## src/rtl/core/csb_pkg.sv

```systemverilog
`default_nettype none

package csb_pkg;

    // Store geometry.
    localparam int CAPACITY_ITEMS = 32;
    localparam int WORD_WIDTH     = 32;
    localparam int IDX_W          = $clog2(CAPACITY_ITEMS);
    localparam int CNT_W          = IDX_W + 1;

    // Beat layout on both channels.
    localparam int CMD_W     = 3;
    localparam int VALUE_W   = 32;
    localparam int COUNT_W   = 6;
    localparam int IN_DATA_W  = 40;
    localparam int OUT_DATA_W = 40;

    // Command codes; the two unused codes behave as a read.
    typedef enum logic [CMD_W-1:0] {
        CMD_START   = 3'd0,
        CMD_ADVANCE = 3'd1,
        CMD_INSERT  = 3'd2,
        CMD_ATTACH  = 3'd3,
        CMD_REMOVE  = 3'd4,
        CMD_READ    = 3'd5
    } t_cmd;

endpackage

`default_nettype wire

```

## src/rtl/core/cursor_sequence_buffer_core.sv

```systemverilog
// Ordered store of up to 32 words with a cursor, driven one command at a time.
// Input channel (i_s_*): one beat carries a command and a word for insert or
// attach. Output channel (o_m_*): exactly one result beat per command, with the
// word at the cursor, a flag for a current item, the item count and a flag
// for an insert or attach refused because the store is full.
// The block takes one command, works on it, offers the result and only then
// takes the next command. The storage is a single-port-write, single-port-read
// array, and insert, attach and remove move the items behind the cursor one at
// a time through it: each moved word is read and then written to its new place.
// Insert and attach move words up to open a gap and then write the new word;
// remove moves words down to close the gap. At most 31 words move for one
// command. Every command ends by reading the word at the cursor, waiting for
// the registered read data and then offering the result.
// A synchronous active-low reset empties the store and parks the cursor at
// the front; stale words in the array never reach the output.
// When the receiver holds i_m_tready low, the result beat is held stable and
// no new command is taken until it has been delivered.
`default_nettype none

module cursor_sequence_buffer_core (
    input  wire logic                          i_clk,
    input  wire logic                          i_rst_n,
    input  wire logic                          i_s_tvalid,
    output logic                               o_s_tready,
    // [2:0] command, [34:3] entry_value, [39:35] zero
    input  wire logic [csb_pkg::IN_DATA_W-1:0] i_s_tdata,
    output logic                               o_m_tvalid,
    input  wire logic                          i_m_tready,
    // [31:0] current_value, [32] has_current, [38:33] item_count, [39] rejected
    output logic [csb_pkg::OUT_DATA_W-1:0]     o_m_tdata
);

    localparam int IDX_W = csb_pkg::IDX_W;
    localparam int CNT_W = csb_pkg::CNT_W;
    localparam int WORD_W = csb_pkg::WORD_WIDTH;
    localparam logic [CNT_W-1:0] CAP = CNT_W'(csb_pkg::CAPACITY_ITEMS);

    typedef enum logic [3:0] {
        ST_IDLE,
        ST_UP_RD,
        ST_UP_WR,
        ST_PUT,
        ST_DN_RD,
        ST_DN_WR,
        ST_LOOK,
        ST_LOOK_WAIT,
        ST_OUT
    } t_state;

    t_state             r_state;
    logic [CNT_W-1:0]   r_count;
    logic [CNT_W-1:0]   r_cursor;
    logic [IDX_W-1:0]   r_j;
    logic [WORD_W-1:0]  r_word;
    logic               r_rej;
    logic [WORD_W-1:0]  r_out_value;
    logic               r_out_has;

    // Item storage with registered read data.
    logic [WORD_W-1:0]  r_mem [csb_pkg::CAPACITY_ITEMS];
    logic [WORD_W-1:0]  r_rd;
    logic               mem_we;
    logic [IDX_W-1:0]   mem_waddr;
    logic [WORD_W-1:0]  mem_wdata;
    logic               mem_re;
    logic [IDX_W-1:0]   mem_raddr;

    // Incoming beat fields.
    csb_pkg::t_cmd      in_cmd;
    logic [WORD_W-1:0]  in_word;
    logic               in_take;
    logic               cur_valid;
    logic               full;
    logic [CNT_W-1:0]   attach_pos;

    assign in_cmd     = csb_pkg::t_cmd'(i_s_tdata[2:0]);
    assign in_word    = i_s_tdata[34:3];
    assign o_s_tready = (r_state == ST_IDLE);
    assign in_take    = i_s_tvalid && o_s_tready;
    assign cur_valid  = (r_cursor < r_count);
    assign full       = (r_count >= CAP);
    assign attach_pos = r_cursor + CNT_W'(1);

    // Memory port control, one access of each kind per cycle.
    always_comb begin
        mem_we    = 1'b0;
        mem_waddr = r_j;
        mem_wdata = r_rd;
        mem_re    = 1'b0;
        mem_raddr = r_j;
        case (r_state)
            ST_UP_RD: begin
                mem_re = 1'b1;
            end
            ST_UP_WR: begin
                mem_we    = 1'b1;
                mem_waddr = r_j + IDX_W'(1);
            end
            ST_PUT: begin
                mem_we    = 1'b1;
                mem_waddr = r_cursor[IDX_W-1:0];
                mem_wdata = r_word;
            end
            ST_DN_RD: begin
                mem_re = 1'b1;
            end
            ST_DN_WR: begin
                mem_we    = 1'b1;
                mem_waddr = r_j - IDX_W'(1);
            end
            ST_LOOK: begin
                mem_re    = 1'b1;
                mem_raddr = r_cursor[IDX_W-1:0];
            end
            default: begin
            end
        endcase
    end

    always_ff @(posedge i_clk) begin
        if (mem_we) begin
            r_mem[mem_waddr] <= mem_wdata;
        end
        if (mem_re) begin
            r_rd <= r_mem[mem_raddr];
        end
    end

    // Command sequencer and result register.
    always_ff @(posedge i_clk) begin
        if (!i_rst_n) begin
            r_state  <= ST_IDLE;
            r_count  <= '0;
            r_cursor <= '0;
        end else begin
            case (r_state)
                ST_IDLE: begin
                    if (in_take) begin
                        r_word <= in_word;
                        r_rej  <= 1'b0;
                        r_state <= ST_LOOK;
                        case (in_cmd)
                            csb_pkg::CMD_START: begin
                                r_cursor <= '0;
                            end
                            csb_pkg::CMD_ADVANCE: begin
                                if (cur_valid) begin
                                    r_cursor <= r_cursor + CNT_W'(1);
                                end
                            end
                            csb_pkg::CMD_INSERT: begin
                                if (full) begin
                                    r_rej <= 1'b1;
                                end else begin
                                    // Without a current item the word goes to the front.
                                    if (!cur_valid) begin
                                        r_cursor <= '0;
                                    end
                                    r_j <= IDX_W'(r_count - CNT_W'(1));
                                    if (r_count > (cur_valid ? r_cursor : '0)) begin
                                        r_state <= ST_UP_RD;
                                    end else begin
                                        r_state <= ST_PUT;
                                    end
                                end
                            end
                            csb_pkg::CMD_ATTACH: begin
                                if (full) begin
                                    r_rej <= 1'b1;
                                end else if (cur_valid) begin
                                    r_cursor <= attach_pos;
                                    r_j      <= IDX_W'(r_count - CNT_W'(1));
                                    if (r_count > attach_pos) begin
                                        r_state <= ST_UP_RD;
                                    end else begin
                                        r_state <= ST_PUT;
                                    end
                                end else begin
                                    // Without a current item the word goes to the end.
                                    r_cursor <= r_count;
                                    r_state  <= ST_PUT;
                                end
                            end
                            csb_pkg::CMD_REMOVE: begin
                                if (cur_valid) begin
                                    if (attach_pos < r_count) begin
                                        r_j     <= attach_pos[IDX_W-1:0];
                                        r_state <= ST_DN_RD;
                                    end else begin
                                        r_count <= r_count - CNT_W'(1);
                                    end
                                end
                            end
                            default: begin
                            end
                        endcase
                    end
                end
                ST_UP_RD: begin
                    r_state <= ST_UP_WR;
                end
                ST_UP_WR: begin
                    // The gap is open once the word at the cursor has moved up.
                    if (r_j == r_cursor[IDX_W-1:0]) begin
                        r_state <= ST_PUT;
                    end else begin
                        r_j     <= r_j - IDX_W'(1);
                        r_state <= ST_UP_RD;
                    end
                end
                ST_PUT: begin
                    r_count <= r_count + CNT_W'(1);
                    r_state <= ST_LOOK;
                end
                ST_DN_RD: begin
                    r_state <= ST_DN_WR;
                end
                ST_DN_WR: begin
                    if (CNT_W'(r_j) == r_count - CNT_W'(1)) begin
                        r_count <= r_count - CNT_W'(1);
                        r_state <= ST_LOOK;
                    end else begin
                        r_j     <= r_j + IDX_W'(1);
                        r_state <= ST_DN_RD;
                    end
                end
                ST_LOOK: begin
                    r_state <= ST_LOOK_WAIT;
                end
                ST_LOOK_WAIT: begin
                    r_out_has   <= cur_valid;
                    r_out_value <= cur_valid ? r_rd : '0;
                    r_state     <= ST_OUT;
                end
                ST_OUT: begin
                    if (i_m_tready) begin
                        r_state <= ST_IDLE;
                    end
                end
                default: begin
                    r_state <= ST_IDLE;
                end
            endcase
        end
    end

    assign o_m_tvalid = (r_state == ST_OUT);
    assign o_m_tdata  = {r_rej, csb_pkg::COUNT_W'(r_count), r_out_has,
                         csb_pkg::VALUE_W'(r_out_value)};

`ifndef SYNTHESIS
    // The count never exceeds the capacity, and the cursor never passes the end.
    a_count_bound: assert property (@(posedge i_clk) disable iff (!i_rst_n)
        (r_count <= CAP) && (r_cursor <= r_count))
        else $error("item count or cursor out of range");

    // A refused command is reported only against a full store.
    a_rej_full: assert property (@(posedge i_clk) disable iff (!i_rst_n)
        (o_m_tvalid && r_rej) |-> (r_count == CAP))
        else $error("rejection reported with room in the store");

    // Input is never taken while a result is being offered.
    a_one_at_a_time: assert property (@(posedge i_clk) disable iff (!i_rst_n)
        !(o_s_tready && o_m_tvalid))
        else $error("input ready while result pending");

    // After a delivered result the block is ready for the next command.
    a_back_to_idle: assert property (@(posedge i_clk) disable iff (!i_rst_n)
        (o_m_tvalid && i_m_tready) |=> o_s_tready)
        else $error("block not ready after result delivery");
`endif

endmodule

`default_nettype wire
```

## config.mk

```make
export PLATFORM = sky130hd
export DESIGN_NAME = cursor_sequence_buffer_core
export DESIGN_NICKNAME = d
export VERILOG_FILES = /design/src/rtl/core/csb_pkg.sv /design/src/rtl/core/cursor_sequence_buffer_core.sv
export SDC_FILE = /design/constraint.sdc
export NUM_CORES = 2
export LEC_CHECK = 0
export BUFFER_PORTS_ARGS = -buffer_cell sky130_fd_sc_hd__buf_2
export CORE_MARGIN = 2
export CORE_UTILIZATION = 50
export CTS_CLUSTER_SIZE = 8
export DETAILED_ROUTE_END_ITERATION = 8
export PLACE_DENSITY_LB_ADDON = 0.12
export SYNTH_ARGS = -nofsm -noshare
export SYNTH_HDL_FRONTEND = slang
export SYNTH_SLANG_ARGS = --single-unit
export TNS_END_PERCENT = 30
```

## constraint.sdc

```tcl
create_clock -name i_clk -period 3.85 [get_ports i_clk]
set_input_delay 0.1925 -clock i_clk [delete_from_list [all_inputs] [get_ports i_clk]]
set_output_delay 0.1925 -clock i_clk [all_outputs]
set_load 0.03 [all_outputs]
```

======== Word-level counts from Yosys, hierarchy flattened ========
Memory sizes are Yosys's and may differ from the RTL's. A register that Yosys moved wholly into a read port is not among the register bits.
Index checks and enable logic that the tools add are counted.
word-level totals
  output and inout bits ................... 42
  bits in registers ....................... 87
  bits of input ports ..................... 44
  memories kept ........................... 1
  logic and storage cells ................. 108
  RAM bits ................................ 1024
memories
  name   depth  bits a word  read ports  clocked after memory_dff  wr ports  RTL line                           source
  r_mem  32     32           1           1                         1         cursor_sequence_buffer_core.sv:60  logic [WORD_W-1:0] r_mem [csb_pkg::CAPACITY_ITEMS];
operators by class
  $lt $le $gt $ge ......................... 5
  add/subtract/negate cells ............... 5
  equal/unequal tests ..................... 31
  multiplexer cells ....................... 43
  reduce and logical (&&, ||, !) cells .... 15
operator list
  kind                   count
  $mux W6                10
  $mux W5                9
  $pmux W5 S3            3
  $pmux W4 S9            1
  $mux W32               1
  $pmux W6 S4            1
  $pmux W6 S3            1
  $eq A4 B3 Y1 const B   4
  $mux W4                4
  $ne A3 B3 Y1 const B   5
  $ne A2 B2 Y1 const B   7
  $add A6 B1 Y6 const B  2
  $gt A6 B6 Y1           2
  $lt A6 B6 Y1           2
  $mux W2                6
  $pmux W4 S3            1
  $reduce_and A6 Y1      2
  $reduce_and A11 Y1     1
  $eq A4 B2 Y1 const B   2
  $ne A2 B1 Y1 const B   4
  $eq A3 B2 Y1 const B   2
  $eq A5 B6 Y1           1
  $ge A6 B6 Y1 const B   1
  $reduce_bool A3 Y1     2
  other kinds (19)       25

======== Longest topological paths before layout ========
  depth after elaboration ................. 8
  gate-level depth with buffers ........... 17
  mapped depth without buffers ............ 14

======== Least setup slack after synthesis ========
No wires, ideal clock.
  kind .................................... flip-flop to flip-flop
  from .................................... reg r_j[0]
  to ...................................... mem r_mem[0][0] (netlist bit), enable pin
  period minus slack after synthesis ...... 3.777 ns
  path buffers ............................ 1
  arrival time ............................ 3.355 ns
  required time ........................... 3.429 ns
  library setup time ...................... 0.421 ns
  path slack .............................. 0.073 ns
  cell stages (with the launch flop) ...... 10
  path through ............................ edfxtp_1 clkbuf_1 inv_1 ha_1 nor3b_1 xnor2_1 nor2_1 o22a_1 or3_1 nor2_1
on the way
  word-level cells in the longest chain between the ends .. 2
  elaborated cells on any way between the ends .. 3
  those cells by class .................... 2 x add/sub; 1 x mux
ends and longest elaborated chain
  what                                                   RTL line                                                               source
  start: declaration                                     cursor_sequence_buffer_core.sv:53                                      logic [IDX_W-1:0] r_j;
  start signal: assignment                               cursor_sequence_buffer_core.sv:159                                     r_j <= IDX_W'(r_count - CNT_W'(1));
  start signal: assignment                               cursor_sequence_buffer_core.sv:172                                     r_j <= IDX_W'(r_count - CNT_W'(1));
  start signal: assignment                               cursor_sequence_buffer_core.sv:187                                     r_j <= attach_pos[IDX_W-1:0];
  $sub A5 B1 Y5 / $add A5 B1 Y5 (equally long branches)  cursor_sequence_buffer_core.sv:109, cursor_sequence_buffer_core.sv:97
  $pmux W5 S3 (*)                                        cursor_sequence_buffer_core.sv:91                                      case (r_state)
  end: declaration                                       cursor_sequence_buffer_core.sv:60
Every way passes the cells marked *; elsewhere a longest branch is shown, timed or not.

======== Worst setup path in the final report ========
  from .................................... reg r_state[0]
  to ...................................... mem r_mem[7][2] (netlist bit), enable pin
on the way
  word-level cells in the longest chain between the ends .. 5
  elaborated cells on any way between the ends .. 8
  those cells by class .................... 3 x eq/ne; 4 x mux; 1 x reduce/logical
ends and longest elaborated chain
  what                                                 RTL line                            source
  start: declaration                                   cursor_sequence_buffer_core.sv:50   t_state r_state;
  start signal: assignment                             cursor_sequence_buffer_core.sv:132  r_state <= ST_IDLE;
  start signal: assignment                             cursor_sequence_buffer_core.sv:141  r_state <= ST_LOOK;
  start signal: assignment                             cursor_sequence_buffer_core.sv:161  r_state <= ST_UP_RD;
  $eq A4 B3 Y1 / $eq A4 B2 Y1 (equally long branches)  cursor_sequence_buffer_core.sv:91
  $reduce_or A3 Y1 (no source line)                    n/a
  $mux W1                                              cursor_sequence_buffer_core.sv:91
  $mux W1                                              cursor_sequence_buffer_core.sv:121  if (mem_we) begin
  $mux W1 (not written as such)                        cursor_sequence_buffer_core.sv:122  r_mem[mem_waddr] <= mem_wdata;
Parallel ways exist; a longest one is shown, timed or not.

==> impl_metrics.yaml <==
synthesis:
  syn-cell-area_mm2: 0.04576
  synth_xor_area_share_pct: 0.4539
  postSynthCellCount: 3271
  yosysTopAreaCellShare_pct: 73.96
  synthTopCellsByCount: "1127 x edfxtp_1, 907 x nand2_1, 268 x nand3_1, 139 x mux2i_1, 131 x a31oi_1"
  avgSynthCellArea_um2: 13.99
  yosysUniqueCellTypes: 70
  yosys_warnings: 0
  synth_flop_cell: "edfxtp_1"
  synthTopCellsByArea: "edfxtp_1 74%, nand2_1 7.4%, mux2i_1 3.0%"
  yosys-mux-area-fraction_pct: 3.221
  yosysSeqAreaShare_pct: 74.66
  yosysTopAreaCell: "edfxtp_1"
  synth_compound_gate_area_share_pct: 5.775
  synth.ff_latch_count: 1143
  synth_top_family_by_area: "simple AND/OR/NAND/NOR gates"
  async_reset_ff_share_pct: 0
  synthAdderAreaFrac_pct: 0.5742
  synth_edf_count: 1127
  synthesis.nets: 3336
  yosys.area_share.simple_pct: 12.91
  synth.most_common_cell: "edfxtp_1"
sta:
  skew_ns: 0.02559
  slew_violations: 0
  worst_slew_pin_slew_ns: 1.102
  min_period_ns: 3.659
  finalCritPeriodShare_pct: 95.04
  slew_headroom_pct: 26.30
  tns_ns: 0
  setup_violations: 0
  rsz0062_at_grt: "no"
  fmax_mhz: 273.3
  finalHoldViolCount: 0
clock_network:
  clk_pin_slew_ns: 0.05
  cts_root_buffer: "clkbuf_16"
  clock_sinks: 1143
  numCtsBuffers: 161
  cts_buffer_depth: 3
  clk_latency_ns: 0.75
  cts_tree: "built"
  htree_levels: 4
critical_path:
  critPathMaxFanout: 23
  cp-start-kind: "flop"
  arrival_ns: 4.03
  end_kind: "flop"
  crit_required_ns: 4.23
  worst_path_max_delay_cell: "a2111oi_0"
  critPathKind: "flop to flop"
  worst_path_largest_cell_delay_ns: 0.89
  crit_chain: "and3b_1, a31oi_1, a2111oi_0, or2_1, nand3_1, nor2_4, buf_4"
grt:
  overflow: 0
  grt_usage_pct: 26.56
  grt_max_degree: 71
  grt_pass1_wl_mm: 182.7
  antenna_found_initial: 2
  grt_pass1_vias: 28080
run:
  drv_cap: 0
cells_and_area:
  drive_above_1_share_pct: 14.52
  diodes: 0
  area_growth_pct: 17.03
  final_nets: 3582
pwr:
  peakVddDrop_mv: 0.3876
  power_leakage_nw: 18.19
  finalPower_mw: 38.65
  p_per_area_mw_per_mm2: 721.8
floorplan:
  die_x_um: 306.5
  core.rowCount: 110
  dieArea_mm2: 0.09395
  ios: 86
  dieHeight_um: 306.5
  start_util_pct: 50.68
  coreArea_mm2: 0.09029
detailed_routing:
  vias_per_cell: 6.061
  drc: 0
  ant_nets: 0
  via_count: 28590
  firstDrtPassIters: 6
  wl_mm: 123.9
  drt_iter0_markers: 3198
  avgRoutedWirePerCell_um: 26.28
placement:
  gp_congestion: 0.8576
  io_buffers: 80
  dpl.hpwl_mm: 69.88
worst_hold_path:
  min_path_type: "input port to flop"
status:
  status: "complete, no violations"
area by class of cell:
cell class	instances	area (µm²)
clock buffers	173	4095
repair buffers	295	2678
flip-flops and latches	1143	34160
clock inverters	14	272.8
well taps	1176	1471
multi-input cells	1900	10810
fillers	6786	36740
inverters	16	60.06
power by group:
group	internal (mW)	total [mW]	switching, mW	leakage [nW]
registers	16.5	16.9	0.404	10.3
logic	2.62	9.37	6.75	5.80
clock network	7.47	12.4	4.95	2.12
total	26.5	38.7	12.1	18.2
placed cells by master (no fill, tap or decap), drive strengths merged, types with 20 or more instances in the layout:
cell	synthesis	routed
a31oi	131	131
buf	96	255
nand3	268	268
inv	15	20
nor4	34	34
dlygate4sd3	0	40
a32oi	130	130
ha	21	21
nand2	907	907
clkbuf	116	173
and2	35	35
nor2	52	52
a21oi	24	24
mux2i	140	140
edfxtp	1127	1127
stage by stage:
stage | hold WS [ns] | utilization (%) | setup slack [ns] | cell area (µm²) | instances
finish | 0.1482 | 59.31 | 0.1910 | 53550 | 4717
detailed placement | 0.3706 | 54.03 | 0.2560 | 48780 | 4490
global placement | 0.3692 | 54.03 | 0.2730 | 48780 | 4490
CTS | 0.1108 | 59.31 | 0.2334 | 53550 | 4717
floorplan | 0.2914 | - | 0.07342 | 45760 | 3271
global route | 0.1239 | 59.31 | 0.04403 | 53550 | 4717
per-layer routing:
metal | track usage (%) | part of all wire [%]
met1 | 36.49 | 42
met4 | 8.869 | 2.8
met5 | 0 | 0
met2 | 43.03 | 48
met3 | 4.928 | 7.4
path summary, 6_finish.rpt:
| check | to | slack, ns | cells past startpoint | start |
|---|---|---|---|---|
| worst min register to register | r_out_value[0] | 0.55 | 1 | r_rd[0] |
| worst max register to register | r_mem[7][2] | 0.19 | 7 | r_state[0] |
| worst max-delay path | r_mem[7][2] | 0.19 | 7 | r_state[0] |
| worst min-delay path | r_word[29] | 0.15 | 2 | i_s_tdata[32] |
critical path: cells and delay by family (launching register included):
family,cells,cell delay (ns)
flops,1,0.65
buf+inv,1,0.49
compound gates,2,0.96
simple gates,4,1.15
timing repair:
action,4_1_cts,5_1_grt
endpoints found under the setup margin,0,0
hold endpoints to repair,46,0
setup buffers,0,0
gates resized for setup,0,0
hold buffers,40,0
state kept, by name, summed over array words and instances, names as in the netlist:
register and count:
r_mem 1024, r_out_value 32, r_rd 32, r_word 32
r_count 6, r_cursor 6, r_j 5, r_state 4
r_out_has 1, r_rej 1
cells by family (layout without fill, tap and decap cells):
| logic type | Yosys count | in the layout |
|---|---|---|
| flip-flops | 1143 | 1143 |
| AND/OR/NAND/NOR | 1353 | 1353 |
| adder cells (fa/ha/maj) | 21 | 21 |
| buffers and inverters | 228 | 498 |
| XOR/XNOR | 22 | 22 |
| multiplexers | 145 | 145 |
| AO/OA/AOI/OAI | 359 | 359 |
(Power assumes the default switching activity.)
